<file path="src/hdl/pbgh_pkg.sv">
package pbgh_pkg;

    localparam int NUM_TRACKS     = 6;
    localparam int NUM_BUCKETS    = 7;
    localparam int NUM_EDGES      = 6;
    localparam int NUM_TAG_TRACKS = 5;
    localparam int PROX_TRACK     = 5;
    localparam int QUEUE_DEPTH    = 4;
    localparam int QUEUE_AW       = $clog2(QUEUE_DEPTH);
    localparam int BKT_ENTRIES    = NUM_TRACKS * NUM_BUCKETS;
    localparam int BKT_AW         = $clog2(BKT_ENTRIES);
    localparam int CFG_ADDR_W     = 5;

    typedef logic [2:0]                  track_t;
    typedef logic [3:0]                  stat_sel_t;
    typedef logic [NUM_TRACKS-1:0]       track_vec_t;
    typedef logic [BKT_AW-1:0]           bkt_addr_t;
    typedef logic [NUM_EDGES-1:0][15:0]  edge_set_t;

    localparam logic      KIND_READ        = 1'b1;
    localparam logic [7:0] ACCEPT_RNUM     = 8'h02;
    localparam logic [7:0] MIN_FRAME_LEN   = 8'd2;
    localparam logic [7:0] TAG_HI_MASK     = 8'hF0;
    localparam logic [7:0] TAG_OOR_HI      = 8'hB0;
    localparam logic [7:0] TAG_BIT4        = 8'h10;
    localparam logic [7:0] TAG_PROX_OUT    = 8'hC0;

    localparam logic [NUM_TAG_TRACKS-1:0][7:0] TAG_MASK =
        {8'h40, 8'h08, 8'h04, 8'h02, 8'h01};

    localparam edge_set_t EDGE_RESET =
        {16'd1000, 16'd300, 16'd150, 16'd80, 16'd40, 16'd20};

    localparam stat_sel_t STAT_RELEASES  = 4'd7;
    localparam stat_sel_t STAT_REASSERTS = 4'd8;
    localparam stat_sel_t STAT_MAX_GAP   = 4'd9;

    typedef struct packed {
        logic        is_stat;
        track_t      trk;
        stat_sel_t   sel;
        track_vec_t  mask;
        track_vec_t  down;
        logic [31:0] time_ms;
    } cmd_t;

    typedef struct packed {
        logic        is_stat;
        track_t      trk;
        stat_sel_t   sel;
        logic        down;
        logic        last;
        logic [31:0] held;
    } op_t;

endpackage

</file>
<file path="src/hdl/pbgh_ram.sv">
module pbgh_ram #(
    parameter int WIDTH = 32,
    parameter int DEPTH = 42
) (
    input  logic                     clk,
    input  logic                     we,
    input  logic [$clog2(DEPTH)-1:0] waddr,
    input  logic [WIDTH-1:0]         wdata,
    input  logic                     re,
    input  logic [$clog2(DEPTH)-1:0] raddr,
    output logic [WIDTH-1:0]         rdata
);

    logic [WIDTH-1:0] mem_reg [DEPTH];

    always_ff @(posedge clk)
    begin
        if (we)
        begin
            mem_reg[waddr] <= wdata;
        end
        if (re)
        begin
            rdata <= mem_reg[raddr];
        end
    end

endmodule

</file>
<file path="src/hdl/pbgh_front.sv">
module pbgh_front (
    input  logic           clk,
    input  logic           rst_n,
    input  logic           s_tvalid,
    output logic           s_tready,
    input  logic [63:0]    s_tdata,
    input  logic           s_tuser,
    input  logic           q_ready,
    output logic           push,
    output pbgh_pkg::cmd_t cmd
);
    import pbgh_pkg::*;

    logic        is_input_report;
    logic [7:0]  report_number;
    logic [7:0]  frame_length;
    logic [7:0]  tag_byte;
    logic [31:0] time_ms;
    track_t      track_select;
    stat_sel_t   stat_select;
    logic        accept;
    logic        is_read;
    logic        frame_ok;
    track_vec_t  down_reg;
    track_vec_t  down_next;
    track_vec_t  change;

    assign is_input_report = s_tdata[0];
    assign report_number   = s_tdata[8:1];
    assign frame_length    = s_tdata[16:9];
    assign tag_byte        = s_tdata[24:17];
    assign time_ms         = s_tdata[56:25];
    assign track_select    = s_tdata[59:57];
    assign stat_select     = s_tdata[63:60];

    assign s_tready = q_ready;
    assign accept   = s_tvalid && s_tready;
    assign is_read  = (s_tuser == KIND_READ);

    assign frame_ok = is_input_report
                   && (report_number == ACCEPT_RNUM)
                   && (frame_length >= MIN_FRAME_LEN)
                   && ((tag_byte & TAG_HI_MASK) != TAG_OOR_HI)
                   && ((tag_byte & TAG_BIT4) == 8'h00);

    always_comb
    begin
        down_next = down_reg;
        if (tag_byte == TAG_PROX_OUT)
        begin
            down_next[PROX_TRACK] = 1'b0;
        end
        else
        begin
            down_next[PROX_TRACK] = 1'b1;
            for (int i = 0; i < NUM_TAG_TRACKS; i++)
            begin
                down_next[i] = ((tag_byte & TAG_MASK[i]) != 8'h00);
            end
        end
    end

    assign change = down_next ^ down_reg;
    assign push   = accept && (is_read || (frame_ok && (change != '0)));

    always_comb
    begin
        cmd.is_stat = is_read;
        cmd.trk     = track_select;
        cmd.sel     = stat_select;
        cmd.mask    = is_read ? '0 : change;
        cmd.down    = down_next;
        cmd.time_ms = time_ms;
    end

    always_ff @(posedge clk or negedge rst_n)
    begin
        if (!rst_n)
        begin
            down_reg <= '0;
        end
        else if (accept && !is_read && frame_ok)
        begin
            down_reg <= down_next;
        end
    end

endmodule

</file>
<file path="src/hdl/pbgh_queue.sv">
module pbgh_queue (
    input  logic           clk,
    input  logic           rst_n,
    input  logic           push,
    input  pbgh_pkg::cmd_t push_cmd,
    output logic           ready,
    output logic           valid,
    output pbgh_pkg::cmd_t head,
    input  logic           pop
);
    import pbgh_pkg::*;

    cmd_t                entry_reg [QUEUE_DEPTH];
    logic [QUEUE_AW-1:0] wr_ptr_reg;
    logic [QUEUE_AW-1:0] rd_ptr_reg;
    logic [QUEUE_AW:0]   count_reg;
    logic                do_push;
    logic                do_pop;

    assign ready   = (count_reg != (QUEUE_AW+1)'(QUEUE_DEPTH));
    assign valid   = (count_reg != '0);
    assign head    = entry_reg[rd_ptr_reg];
    assign do_push = push && ready;
    assign do_pop  = pop && valid;

    always_ff @(posedge clk)
    begin
        if (do_push)
        begin
            entry_reg[wr_ptr_reg] <= push_cmd;
        end
    end

    always_ff @(posedge clk or negedge rst_n)
    begin
        if (!rst_n)
        begin
            wr_ptr_reg <= '0;
            rd_ptr_reg <= '0;
            count_reg  <= '0;
        end
        else
        begin
            if (do_push)
            begin
                wr_ptr_reg <= wr_ptr_reg + QUEUE_AW'(1);
            end
            if (do_pop)
            begin
                rd_ptr_reg <= rd_ptr_reg + QUEUE_AW'(1);
            end
            if (do_push && !do_pop)
            begin
                count_reg <= count_reg + (QUEUE_AW+1)'(1);
            end
            else if (do_pop && !do_push)
            begin
                count_reg <= count_reg - (QUEUE_AW+1)'(1);
            end
        end
    end

endmodule

</file>
<file path="src/hdl/pbgh_back.sv">
module pbgh_back #(
    parameter int COUNT_WIDTH = 32
) (
    input  logic                clk,
    input  logic                rst_n,
    input  pbgh_pkg::edge_set_t edges,
    input  logic                q_valid,
    input  pbgh_pkg::cmd_t      q_cmd,
    output logic                q_pop,
    output logic                m_tvalid,
    input  logic                m_tready,
    output logic [71:0]         m_tdata,
    output logic                m_tuser,
    output logic                m_tlast
);
    import pbgh_pkg::*;

    typedef logic [COUNT_WIDTH-1:0] cnt_t;

    function automatic cnt_t sat_inc(input cnt_t c);
        return (&c) ? c : c + COUNT_WIDTH'(1);
    endfunction

    // sequencer
    track_vec_t  done_reg;
    track_vec_t  pending;
    track_vec_t  pick_bit;
    track_t      pick_trk;
    logic        final_op;
    op_t         seq_op;
    logic        take1;
    logic [31:0] last_edge_reg [NUM_TRACKS];

    // stage 1
    logic        v1_reg;
    op_t         op1_reg;
    logic        s1_ready;
    logic        adv2;
    logic [2:0]  bucket;
    bkt_addr_t   addr1;
    logic        zero1;
    logic        use_q1;

    // stage 2
    logic        v2_reg;
    op_t         op2_reg;
    bkt_addr_t   addr2_reg;
    logic        zero2_reg;
    logic        hit2_reg;
    cnt_t        fwd2_reg;
    logic        vbit2_reg;
    logic        s2_ready;
    logic        fire;
    logic        wr_en;
    cnt_t        ram_q;
    cnt_t        q_val;
    cnt_t        q_inc;
    cnt_t        cnt_pick;
    logic [63:0] wide;
    logic [31:0] stat32;
    logic [BKT_ENTRIES-1:0] bkt_valid_reg;
    cnt_t        rel_reg  [NUM_TRACKS];
    cnt_t        rea_reg  [NUM_TRACKS];
    logic [31:0] gap_reg  [NUM_TRACKS];

    // pick the next changed track: proximity first, then 0..4
    assign pending = q_cmd.mask & ~done_reg;

    always_comb
    begin
        pick_trk = track_t'(PROX_TRACK);
        if (!pending[PROX_TRACK])
        begin
            for (int i = NUM_TAG_TRACKS - 1; i >= 0; i--)
            begin
                if (pending[i])
                begin
                    pick_trk = track_t'(i);
                end
            end
        end
        pick_bit = track_vec_t'(1) << pick_trk;
        final_op = q_cmd.is_stat || ((pending & ~pick_bit) == '0);
    end

    always_comb
    begin
        seq_op.is_stat = q_cmd.is_stat;
        seq_op.trk     = q_cmd.is_stat ? q_cmd.trk : pick_trk;
        seq_op.sel     = q_cmd.sel;
        seq_op.down    = q_cmd.is_stat ? 1'b0 : q_cmd.down[pick_trk];
        seq_op.last    = final_op;
        seq_op.held    = q_cmd.is_stat ? 32'h0 : (q_cmd.time_ms - last_edge_reg[pick_trk]);
    end

    assign fire     = v2_reg && m_tready;
    assign s2_ready = !v2_reg || fire;
    assign adv2     = v1_reg && s2_ready;
    assign s1_ready = !v1_reg || s2_ready;
    assign take1    = q_valid && s1_ready;
    assign q_pop    = take1 && final_op;

    always_ff @(posedge clk or negedge rst_n)
    begin
        if (!rst_n)
        begin
            done_reg <= '0;
            for (int i = 0; i < NUM_TRACKS; i++)
            begin
                last_edge_reg[i] <= 32'h0;
            end
        end
        else if (take1)
        begin
            done_reg <= final_op ? '0 : (done_reg | pick_bit);
            if (!q_cmd.is_stat)
            begin
                last_edge_reg[pick_trk] <= q_cmd.time_ms;
            end
        end
    end

    // gap bucket and counter address
    always_comb
    begin
        bucket = 3'(NUM_BUCKETS - 1);
        for (int i = NUM_EDGES - 1; i >= 0; i--)
        begin
            if (op1_reg.held < {16'h0, edges[i]})
            begin
                bucket = 3'(i);
            end
        end
        zero1  = op1_reg.is_stat
              && ((op1_reg.trk >= track_t'(NUM_TRACKS)) || (op1_reg.sel > STAT_MAX_GAP));
        use_q1 = op1_reg.is_stat ? (!zero1 && (op1_reg.sel < stat_sel_t'(NUM_BUCKETS)))
                                 : op1_reg.down;
        if (!use_q1)
        begin
            addr1 = '0;
        end
        else if (op1_reg.is_stat)
        begin
            addr1 = BKT_AW'(op1_reg.trk) * BKT_AW'(NUM_BUCKETS) + BKT_AW'(op1_reg.sel);
        end
        else
        begin
            addr1 = BKT_AW'(op1_reg.trk) * BKT_AW'(NUM_BUCKETS) + BKT_AW'(bucket);
        end
    end

    assign wr_en = fire && !op2_reg.is_stat && op2_reg.down;

    pbgh_ram #(
        .WIDTH (COUNT_WIDTH),
        .DEPTH (BKT_ENTRIES)
    ) u_bkt_ram (
        .clk   (clk),
        .we    (wr_en),
        .waddr (addr2_reg),
        .wdata (q_inc),
        .re    (adv2),
        .raddr (addr1),
        .rdata (ram_q)
    );

    always_ff @(posedge clk or negedge rst_n)
    begin
        if (!rst_n)
        begin
            v1_reg <= 1'b0;
            v2_reg <= 1'b0;
        end
        else
        begin
            if (s1_ready)
            begin
                v1_reg <= q_valid;
            end
            if (s2_ready)
            begin
                v2_reg <= v1_reg;
            end
        end
    end

    always_ff @(posedge clk)
    begin
        if (take1)
        begin
            op1_reg <= seq_op;
        end
        if (adv2)
        begin
            op2_reg   <= op1_reg;
            addr2_reg <= addr1;
            zero2_reg <= zero1;
            hit2_reg  <= wr_en && (addr2_reg == addr1);
            fwd2_reg  <= q_inc;
            vbit2_reg <= bkt_valid_reg[addr1];
        end
    end

    // forward a counter written in the same cycle it is read back
    assign q_val = hit2_reg ? fwd2_reg : (vbit2_reg ? ram_q : '0);
    assign q_inc = sat_inc(q_val);

    always_ff @(posedge clk or negedge rst_n)
    begin
        if (!rst_n)
        begin
            bkt_valid_reg <= '0;
            for (int i = 0; i < NUM_TRACKS; i++)
            begin
                rel_reg[i] <= '0;
                rea_reg[i] <= '0;
                gap_reg[i] <= 32'h0;
            end
        end
        else if (fire && !op2_reg.is_stat)
        begin
            if (op2_reg.down)
            begin
                bkt_valid_reg[addr2_reg] <= 1'b1;
                rea_reg[op2_reg.trk]     <= sat_inc(rea_reg[op2_reg.trk]);
                if (op2_reg.held > gap_reg[op2_reg.trk])
                begin
                    gap_reg[op2_reg.trk] <= op2_reg.held;
                end
            end
            else
            begin
                rel_reg[op2_reg.trk] <= sat_inc(rel_reg[op2_reg.trk]);
            end
        end
    end

    always_comb
    begin
        cnt_pick = '0;
        wide     = 64'h0;
        stat32   = 32'h0;
        if (op2_reg.is_stat && !zero2_reg)
        begin
            if (op2_reg.sel == STAT_MAX_GAP)
            begin
                stat32 = gap_reg[op2_reg.trk];
            end
            else
            begin
                if (op2_reg.sel == STAT_RELEASES)
                begin
                    cnt_pick = rel_reg[op2_reg.trk];
                end
                else if (op2_reg.sel == STAT_REASSERTS)
                begin
                    cnt_pick = rea_reg[op2_reg.trk];
                end
                else
                begin
                    cnt_pick = q_val;
                end
                wide   = 64'(cnt_pick);
                stat32 = (wide > 64'hFFFF_FFFF) ? 32'hFFFF_FFFF : wide[31:0];
            end
        end
    end

    assign m_tvalid = v2_reg;
    assign m_tuser  = op2_reg.is_stat;
    assign m_tlast  = op2_reg.last;
    assign m_tdata  = op2_reg.is_stat ? {4'h0, stat32, 36'h0}
                                      : {4'h0, 32'h0, op2_reg.held, op2_reg.down, op2_reg.trk};

endmodule

</file>
<file path="src/hdl/pen_bit_gap_histogram_top.sv">
// Channel   Role      Handshake                  Contents
// s_*       requests  s_tvalid / s_tready        frames and statistic reads
// m_*       results   m_tvalid / m_tready        transition events and read results
// apb       config    psel, penable, pready=1    bucket edges 0..5 at 0x00..0x14
//
// One request is taken per cycle while the four-entry queue has room.
// The back end issues one result per cycle while m_tready is high: a frame changing k tracks
// gives k results, a read gives one.
// Reset clears track state, edge times, counters and counter valid bits; edges reload.
// m_tready low holds the result stage; the queue absorbs up to four requests.
module pen_bit_gap_histogram_top #(
    parameter int COUNT_WIDTH = 32
) (
    input  logic                          clk,
    input  logic                          rst_n,
    input  logic                          s_tvalid,
    output logic                          s_tready,
    // is_input_report, report_number, frame_length, tag_byte, time_ms,
    // track_select, stat_select
    input  logic [63:0]                   s_tdata,
    // kind
    input  logic                          s_tuser,
    output logic                          m_tvalid,
    input  logic                          m_tready,
    // event_track, went_down, duration_ms, stat_value, zero pad
    output logic [71:0]                   m_tdata,
    // is_stat
    output logic                          m_tuser,
    output logic                          m_tlast,
    input  logic                          psel,
    input  logic                          penable,
    input  logic                          pwrite,
    input  logic [pbgh_pkg::CFG_ADDR_W-1:0] paddr,
    input  logic [31:0]                   pwdata,
    output logic [31:0]                   prdata,
    output logic                          pready
);
    import pbgh_pkg::*;

    edge_set_t  edge_reg;
    logic [2:0] cfg_idx;
    logic       cfg_wr;
    logic       q_ready;
    logic       push;
    cmd_t       push_cmd;
    logic       q_valid;
    cmd_t       q_cmd;
    logic       q_pop;

    assign pready  = 1'b1;
    assign cfg_idx = paddr[4:2];
    assign cfg_wr  = psel && penable && pwrite && pready;
    assign prdata  = (cfg_idx < 3'(NUM_EDGES)) ? {16'h0, edge_reg[cfg_idx]} : 32'h0;

    always_ff @(posedge clk or negedge rst_n)
    begin
        if (!rst_n)
        begin
            edge_reg <= EDGE_RESET;
        end
        else if (cfg_wr && (cfg_idx < 3'(NUM_EDGES)))
        begin
            edge_reg[cfg_idx] <= pwdata[15:0];
        end
    end

    pbgh_front u_front (
        .clk      (clk),
        .rst_n    (rst_n),
        .s_tvalid (s_tvalid),
        .s_tready (s_tready),
        .s_tdata  (s_tdata),
        .s_tuser  (s_tuser),
        .q_ready  (q_ready),
        .push     (push),
        .cmd      (push_cmd)
    );

    pbgh_queue u_queue (
        .clk      (clk),
        .rst_n    (rst_n),
        .push     (push),
        .push_cmd (push_cmd),
        .ready    (q_ready),
        .valid    (q_valid),
        .head     (q_cmd),
        .pop      (q_pop)
    );

    pbgh_back #(
        .COUNT_WIDTH (COUNT_WIDTH)
    ) u_back (
        .clk      (clk),
        .rst_n    (rst_n),
        .edges    (edge_reg),
        .q_valid  (q_valid),
        .q_cmd    (q_cmd),
        .q_pop    (q_pop),
        .m_tvalid (m_tvalid),
        .m_tready (m_tready),
        .m_tdata  (m_tdata),
        .m_tuser  (m_tuser),
        .m_tlast  (m_tlast)
    );

`ifndef SYNTH
    a_frame_has_change: assert property (@(posedge clk) disable iff (!rst_n)
        (q_valid && !q_cmd.is_stat) |-> (q_cmd.mask != '0))
        else $error("queued frame carries no track change");

    a_stat_single: assert property (@(posedge clk) disable iff (!rst_n)
        (m_tvalid && m_tuser) |-> (m_tlast && (m_tdata[35:0] == 36'h0)))
        else $error("read result not final or has event fields");

    a_event_no_stat: assert property (@(posedge clk) disable iff (!rst_n)
        (m_tvalid && !m_tuser) |-> (m_tdata[67:36] == 32'h0))
        else $error("event carries a statistic value");

    a_pop_has_head: assert property (@(posedge clk) disable iff (!rst_n)
        q_pop |-> q_valid)
        else $error("queue popped while empty");
`endif

endmodule

</file>
<file path="config.mk">
export PLATFORM = sky130hd
export DESIGN_NAME = pen_bit_gap_histogram_top
export DESIGN_NICKNAME = d
export VERILOG_FILES = /design/src/hdl/pbgh_pkg.sv /design/src/hdl/pbgh_ram.sv /design/src/hdl/pbgh_front.sv /design/src/hdl/pbgh_queue.sv /design/src/hdl/pbgh_back.sv /design/src/hdl/pen_bit_gap_histogram_top.sv
export SDC_FILE = /design/constraint.sdc
export NUM_CORES = 2
export LEC_CHECK = 0
export CAP_MARGIN = 10
export CORE_AREA = 10 10 449 669
export DETAILED_ROUTE_END_ITERATION = 12
export DIE_AREA = 0 0 459 679
export DONT_BUFFER_PORTS = 1
export PLACE_DENSITY = 0.63
export SLEW_MARGIN = 10
export SYNTH_ARGS = -nofsm -noshare
export SYNTH_HDL_FRONTEND = slang
export SYNTH_SLANG_ARGS = --single-unit
export TNS_END_PERCENT = 5
</file>
<file path="constraint.sdc">
create_clock -name clk -period 5.3 [get_ports clk]
set_input_delay 1.06 -clock clk [delete_from_list [all_inputs] [get_ports clk]]
set_output_delay 1.06 -clock clk [all_outputs]
set_load 0.01 [all_outputs]
</file>
# --- Word-level counts from Yosys, hierarchy flattened ---
# Memory sizes are Yosys's and may differ from the RTL's. A register that Yosys moved wholly into a read port is not among the register bits.
# Cells that the tools add are included.
totals:
  ff_bits: 1052
  latch_bits: 0
  ramBits: 1552
  romBits: 0
  input_bits: 109
  word_cells: 233
  memories: 2
op_classes:
  add_sub_neg: 10
  n_mul: 1
  div_mod_pow: 0
  n_lt_le_gt_ge: 22
  n_eq_ne: 8
  n_shift: 1
  muxes: 68
  bitwise_logic: 11
  reduce_logical: 55
memory_table:
  columns: ["name", "depth", "width", "read_ports", "rd_clocked_by_memory_dff", "wr", "line_no", "source"]
  rows:
  - ["u_back.u_bkt_ram.mem_reg", 42, 32, 1, 1, 1, "pbgh_ram.sv:14", "logic [WIDTH-1:0] mem_reg [DEPTH];"]
  - ["u_queue.entry_reg", 4, 52, 1, 0, 1, "pbgh_queue.sv:13", "cmd_t entry_reg [QUEUE_DEPTH];"]
ops:
  columns: ["cell", "n"]
  rows:
  - ["bitwise mux 192 bit", 4]
  - ["2-to-1 mux 32 bit", 19]
  - ["binary-select mux 32 bit (select 3 bit)", 4]
  - ["demux 32 bit (select 3 bit)", 2]
  - ["< comparator 32 x 16 -> 1 bit", 6]
  - ["adder 32 x 1 -> 32 bit (second input constant)", 3]
  - ["bitwise mux 96 bit", 1]
  - ["AND reduction 32 bit", 3]
  - ["2-to-1 mux 68 bit", 1]
  - ["binary-select mux 16 bit (select 3 bit)", 1]
  - ["demux 16 bit (select 3 bit)", 1]
  - ["2-to-1 mux 16 bit", 3]
  - ["bitwise OR 42 bit", 1]
  - ["2-to-1 mux 3 bit", 12]
  - ["> comparator 32 bit", 1]
  - ["subtractor 32 bit", 1]
  - ["logical AND 1 bit", 30]
  - ["2-to-1 mux 6 bit", 4]
  - ["< comparator 6 x 7 -> 1 bit (second input constant)", 2]
  - ["AND 6 bit", 2]
  - ["inverter 6 bit", 2]
  - ["2-to-1 mux 1 bit", 10]
  - ["equality test 4 bit (second input constant)", 2]
  - ["equality test 8 x 2 -> 1 bit (second input constant)", 1]
  - ["40 further kinds", 60]

# --- Logic depth before layout (Yosys ltp) ---
logic_depth:
  depth_word: 18
  ltp_mapped: 25
  mapped_depth_nobuf: 23

# --- Modules after synthesis ---
# From an unflattened synthesis, not the netlist that was laid out.
unflattened:
  hier_cells: 8193
  area_unflattened_um2: 117818.0
modules_own_cells:
  columns: ["module", "instances", "cells_per_inst", "area_per_inst_um2", "seq_area_each_um2"]
  rows:
  - ["pbgh_ram", 1, 2709, 53846.6, 41319.6]
  - ["pbgh_back", 1, 4740, 50508.4, 24223.2]
  - ["pbgh_queue", 1, 307, 7980.2, 6421.2]
  - ["pen_bit_gap_histogram_top", 1, 334, 4659.5, 2427.3]
  - ["pbgh_front", 1, 103, 823.3, 150.1]

# --- Worst setup path after synthesis ---
# No wires, ideal clock.
synth_timing:
  path_kind: "register -> register"
  from: "reg u_back.op1_reg[1] in the netlist's numbering"
  to: "reg u_back.u_bkt_ram.rdata[3], read port of u_back.u_bkt_ram.mem_reg (data pin)"
  arrival_time_ns: 5.105
  setup_slack_ns: -0.089
  path_stages_with_launch: 22
  path_cell_list: "edfxtp_1 > ha_1 > a21o_1 > a21o_1 > a21o_1 > a21o_1 > a2111oi_0 > o21ai_0 > a21oi_1 > o31ai_1 > ha_1 > fa_1 > and2_1 > a31oi_1 > inv_1 > buf_1 > buf_1 > buf_1 > mux2i_1 > a21oi_1 > o41ai_1 > o311ai_0"
synth_between:
  elab_chain_cells: 10
  word_cells_on_any_way: 15
synth_rtl:
  columns: ["item", "line_no", "source"]
  rows:
  - ["start: declaration", "pbgh_back.sv:36", "op_t op1_reg;"]
  - ["start signal: assignment", "pbgh_back.sv:191", "op1_reg <= seq_op;"]
  - ["< comparator 32 x 16 -> 1 bit", "pbgh_back.sv:129", "if (op1_reg.held < {16'h0, edges[i]})"]
  - ["2-to-1 mux 2 bit (2 in a row)", "pbgh_back.sv:129", null]
  - ["2-to-1 mux 3 bit (3 in a row)", "pbgh_back.sv:129", null]
  - ["2-to-1 mux 3 bit (*)", "pbgh_back.sv:129", null]
  - ["adder 6 x 3 -> 6 bit (*)", "pbgh_back.sv:148", "addr1 = BKT_AW'(op1_reg.trk) * BKT_AW'(NUM_BUCKETS) + BKT_AW'(bucket);"]
  - ["2-to-1 mux 6 bit (*)", "pbgh_back.sv:142", "else if (op1_reg.is_stat)"]
  - ["2-to-1 mux 6 bit (*)", "pbgh_back.sv:138", "if (!use_q1)"]
  - ["end: declaration", "pbgh_ram.sv:11", "output logic [WIDTH-1:0] rdata"]
# Every way passes the cells marked *; elsewhere a longest branch is shown, timed or not.
# A chain may end at the register's enable or synchronous reset.

# --- Final worst setup path ---
layout_timing:
  from: "reg u_back.op2_reg[38] in the netlist's numbering"
  to: "out m_tdata[67]"
layout_between:
  elab_chain_cells: 9
  word_cells_on_any_way: 15
layout_rtl:
  columns: ["item", "line_no", "source"]
  rows:
  - ["start: declaration", "pbgh_back.sv:46", "op_t op2_reg;"]
  - ["start signal: assignment", "pbgh_back.sv:195", "op2_reg <= op1_reg;"]
  - ["inverter 3 -> 4 bit (implied by the code) (*)", "pbgh_back.sv:247, pbgh_back.sv:253, pbgh_back.sv:257", null]
  - ["binary-select mux 32 bit (select 3 bit)", "pbgh_back.sv:257", "cnt_pick = rea_reg[op2_reg.trk];"]
  - ["2-to-1 mux 32 bit (implied by the code) (2 in a row)", "pbgh_back.sv:257", null]
  - ["2-to-1 mux 32 bit", "pbgh_back.sv:255", "else if (op2_reg.sel == STAT_REASSERTS)"]
  - ["2-to-1 mux 32 bit", "pbgh_back.sv:251", "if (op2_reg.sel == STAT_RELEASES)"]
  - ["2-to-1 mux 32 bit (*)", "pbgh_back.sv:245", "if (op2_reg.sel == STAT_MAX_GAP)"]
  - ["2-to-1 mux 32 bit (*)", "pbgh_back.sv:243", "if (op2_reg.is_stat && !zero2_reg)"]
  - ["2-to-1 mux 68 bit (*)", "pbgh_back.sv:272", "assign m_tdata = op2_reg.is_stat ? {4'h0, stat32, 36'h0}"]
  - ["end: declaration", "pen_bit_gap_histogram_top.sv:26", "output logic [71:0] m_tdata,"]
# Every way passes the cells marked *; elsewhere a longest branch is shown, timed or not. The select of a mux whose other input is x is not followed.

==> metrics <==
vias per cell 5.91; unrepaired setup endpoints after global routing true; core area 0.288 mm²; cell area after synthesis 0.115 mm²; Synth Area in XOR/XNOR 0.999%; Die Y 679 µm; Slew @ Worst Pin 1.10 ns; area grow syn2layout 18.3%; Max-slew headroom 26.5%; CP dominant cell by count buf_4; Post-Place Cell Area 0.125 mm²; CTS tree done; multi-input logic area 0.0390 mm²; Hold Path Class input port to asynchronous set/reset pin; Clock Tree Buf Depth 4; final core utilization 47.1%; Placer Congestion 0.919; Setup-failing EPs final 9; delay-heaviest family, CP buffers and inverters; via count 79,700; commonest cells after routing, fill and taps aside edfxtp_1 (1,709), nand2_1 (1,375), dfrtp_1 (905); commonest non-fill, non-tap cell in the layout edfxtp_1; # port buffers 0; iteration count of the initial detailed-routing pass 6; Finished Cell Area 0.136 mm²; Clk pin slew, worst setup/hold paths 0.06 ns; total power 104 mW; Post-synth top flop edfxtp_1; crit path DAT 4.38 ns; sequential-to-total area share from yosys stat 65.1%; maximum vdd drop 0.569 mV; required time worst endpoint 4.24 ns; Post-Synthesis Cells 8,961; Congestion Overflow GR 0; Avg Inst Size Synth 12.8 µm²; fmax 0.184 GHz; fin crit period 5.44 ns; vias in the first global route 80,000; Post-synth EDFFs 1,709; Worst Setup End Kind primary output; Root Buffer clkbuf_16; # fillers 25,100; Clock Skews 0.131 ns; die area 0.312 mm²; Max Cap Viol 0; critical-path maximum fanout 56; critical path's largest stage delay 0.57 ns; leakage power total 51.9 nW; Synth Area in Compound Gates 10.9%; largest net degree at the start of global routing 209; 1st-iter DRT viols 8,316; adder-cell area share of the yosys netlist 1.98%; WL per Instance 28.1 µm; first-pass GRT wire length 549,000 µm; Crit Path Class flop to primary output; Clock Sinks 2,636; share of flip-flops with an asynchronous set or reset 35.2%; Final period util 103%; Synth top area share 44.8%; Die Wd 459 µm; Hold Slack 0.0171 ns; synthesized flop and latch total 2,636; share of cells above drive strength 1 23.0%; pwr dens 769 mW/mm²; Initial Util 39.8%; mux cell area share after synthesis 8.71%; Slowest cell on crit path edfxtp_1; status finished with violations; Cell variety after synth 110; worst path cell trace buf_4 -> buf_16 -> buf_12 -> mux4_2 -> nand2_1 -> o21ai_1 -> o211ai_1 -> o21ai_0 -> nor2_1 -> a211oi_1 -> buf_4; antenna violations before repair 14; Fin. Hold Viols 0; # H-tree levels 4; main combinational cell family by area after synthesis compound AO/OA/AOI/OAI gates; Final Slew Violations 0; # DRC 0; simple-gate share of the synthesized area 9.63%; hpwl dp 247,000 µm; Num CTS Buffers 249; failing checks negative setup slack; total I/O pin count 218; synth warn 0; GRT Overall Usage 23.5%; final net count 9,791; Antenna Violating Nets Remaining 0; largest cells by area after synthesis edfxtp_1 (45%), dfrtp_1 (20%), mux2_2 (4.7%); max reg flops 1,344; final setup margin -0.143 ns; WP buf/inv 4; flip-flop and latch area 0.0745 mm²; Rows 241; DP Worst Slack -0.613 ns; clock latency on the worst-skew pair 0.97 ns; startpoint types flop; Synth area leader edfxtp_1; final WL 379,000 µm
==> metrics by stage <==
step,std cells,TNS (ns)
CTS,13500,-2.02
global placement,13000,-15.14
floorplan,8980,-0.0373
global route,13500,-5.55
detailed placement,13000,-15.96
finish,13500,-0.290
==> Yosys cell counts (31+ instances only) <==
master and count:
nor2b_1 72, or2_2 53, a221oi_1 79, o221ai_1 84
buf_4 34, a31oi_1 100, a211oi_1 73, dfrtp_1 907
or3_1 52, a221o_1 52, nor4_1 67, ha_1 171
inv_1 133, clkbuf_1 419, xnor2_1 66, nor3_1 92
a21oi_1 446, a21o_1 60, nand3_1 164, edfxtp_1 1709
o21ai_0 611, nand2_1 1394, nor2_1 358, a32oi_1 31
mux4_2 62, xor2_1 48, buf_1 76, o21ai_1 47
nand4_1 32, a22oi_1 46, mux2_2 478, o22ai_1 112
mux2i_1 316, nand2b_1 37
==> routing by layer <==
metal | up-vias | wire [µm] | GRT usage, %
met5 | - | 81 | 0
met4 | 10 | 28500 | 14.6
met3 | 1156 | 28400 | 3.69
met2 | 3736 | 186000 | 40.2
met1 | 40300 | 136000 | 27.5
li1 | 34400 | - | -
==> report_power, final <==
part	total [mW]	switching (mW)	internal, mW
logic	56.2	34.0	22.2
clock network	18.9	8.02	10.8
registers	29.3	2.15	27.1
total	104	44.2	60.2
==> worst reg2reg max path: stages (launching register included) <==
cell,delay (ns)
edfxtp_1,0.42
buf_6,0.16
ha_4,0.20
a21o_1,0.16
a21o_1,0.18
a21o_1,0.18
a21o_1,0.19
a2111oi_2,0.30
buf_4,0.17
o21a_1,0.13
a21oi_2,0.07
o31ai_4,0.25
ha_4,0.18
fa_2,0.46
and3b_2,0.25
a31oi_4,0.17
buf_12,0.20
clkinv_16,0.14
nand2_8,0.09
buf_12,0.14
buf_4,0.22
o22ai_1,0.11
nor3_1,0.29
nor3_2,0.12
a211o_1,0.23
==> final timing paths <==
path | from | to | slack [ns] | depth (start not counted)
hold / removal | rst_n | u_back.last_edge_reg[143]$_DFFE_PN0P_ | 0.02 | 1
setup reg to reg | u_back.op1_reg[1]$_SDFFCE_PP0P_ | u_back.u_bkt_ram.rdata[5]$_DFFE_PP_ | -0.04 | 24
max in group asynchronous | rst_n | u_back.rea_reg[159]$_DFFE_PN0P_ | 1.78 | 6
setup / recovery | u_back.op2_reg[38]$_DFFE_PP_ | m_tdata[67] | -0.14 | 11
min in group clk | s_tdata[59] | u_queue.entry_reg[3][50]$_DFFE_PP_ | 0.21 | 0
hold reg to reg | u_back.op1_reg[19]$_SDFFCE_PP0P_ | u_back.op2_reg[19]$_DFFE_PP_ | 0.45 | 0
==> final cells by class <==
class	instances	share of cell area, %
diodes	5	0.00923
clock buffers	311	5.04
clock inverters	145	1.27
inverters	138	0.423
multi-input cells	5621	28.7
flip-flops and latches	2636	55.0
well taps	3766	3.47
repair buffers	859	6.06
==> logic make-up after synthesis <==
logic type | count (synthesis)
AO/OA/AOI/OAI | 1978
adder cells (fa/ha/maj) | 178
XOR/XNOR | 123
AND/OR/NAND/NOR | 2462
multiplexers | 859
flip-flops | 2636
buffers and inverters | 723
other | 2
==> timing repair <==
item / CTS / global route
setup endpoints to repair: 113 / 115
pin swaps: 33 / 62
hold buffers: 2 / 0
cloned: 1 / 1
resized for setup: 181 / 156
buffers inserted: 13 / 24
endpoints found under the hold margin: 48 / 0
No activity file was read; power rests on OpenSTA's default activity.
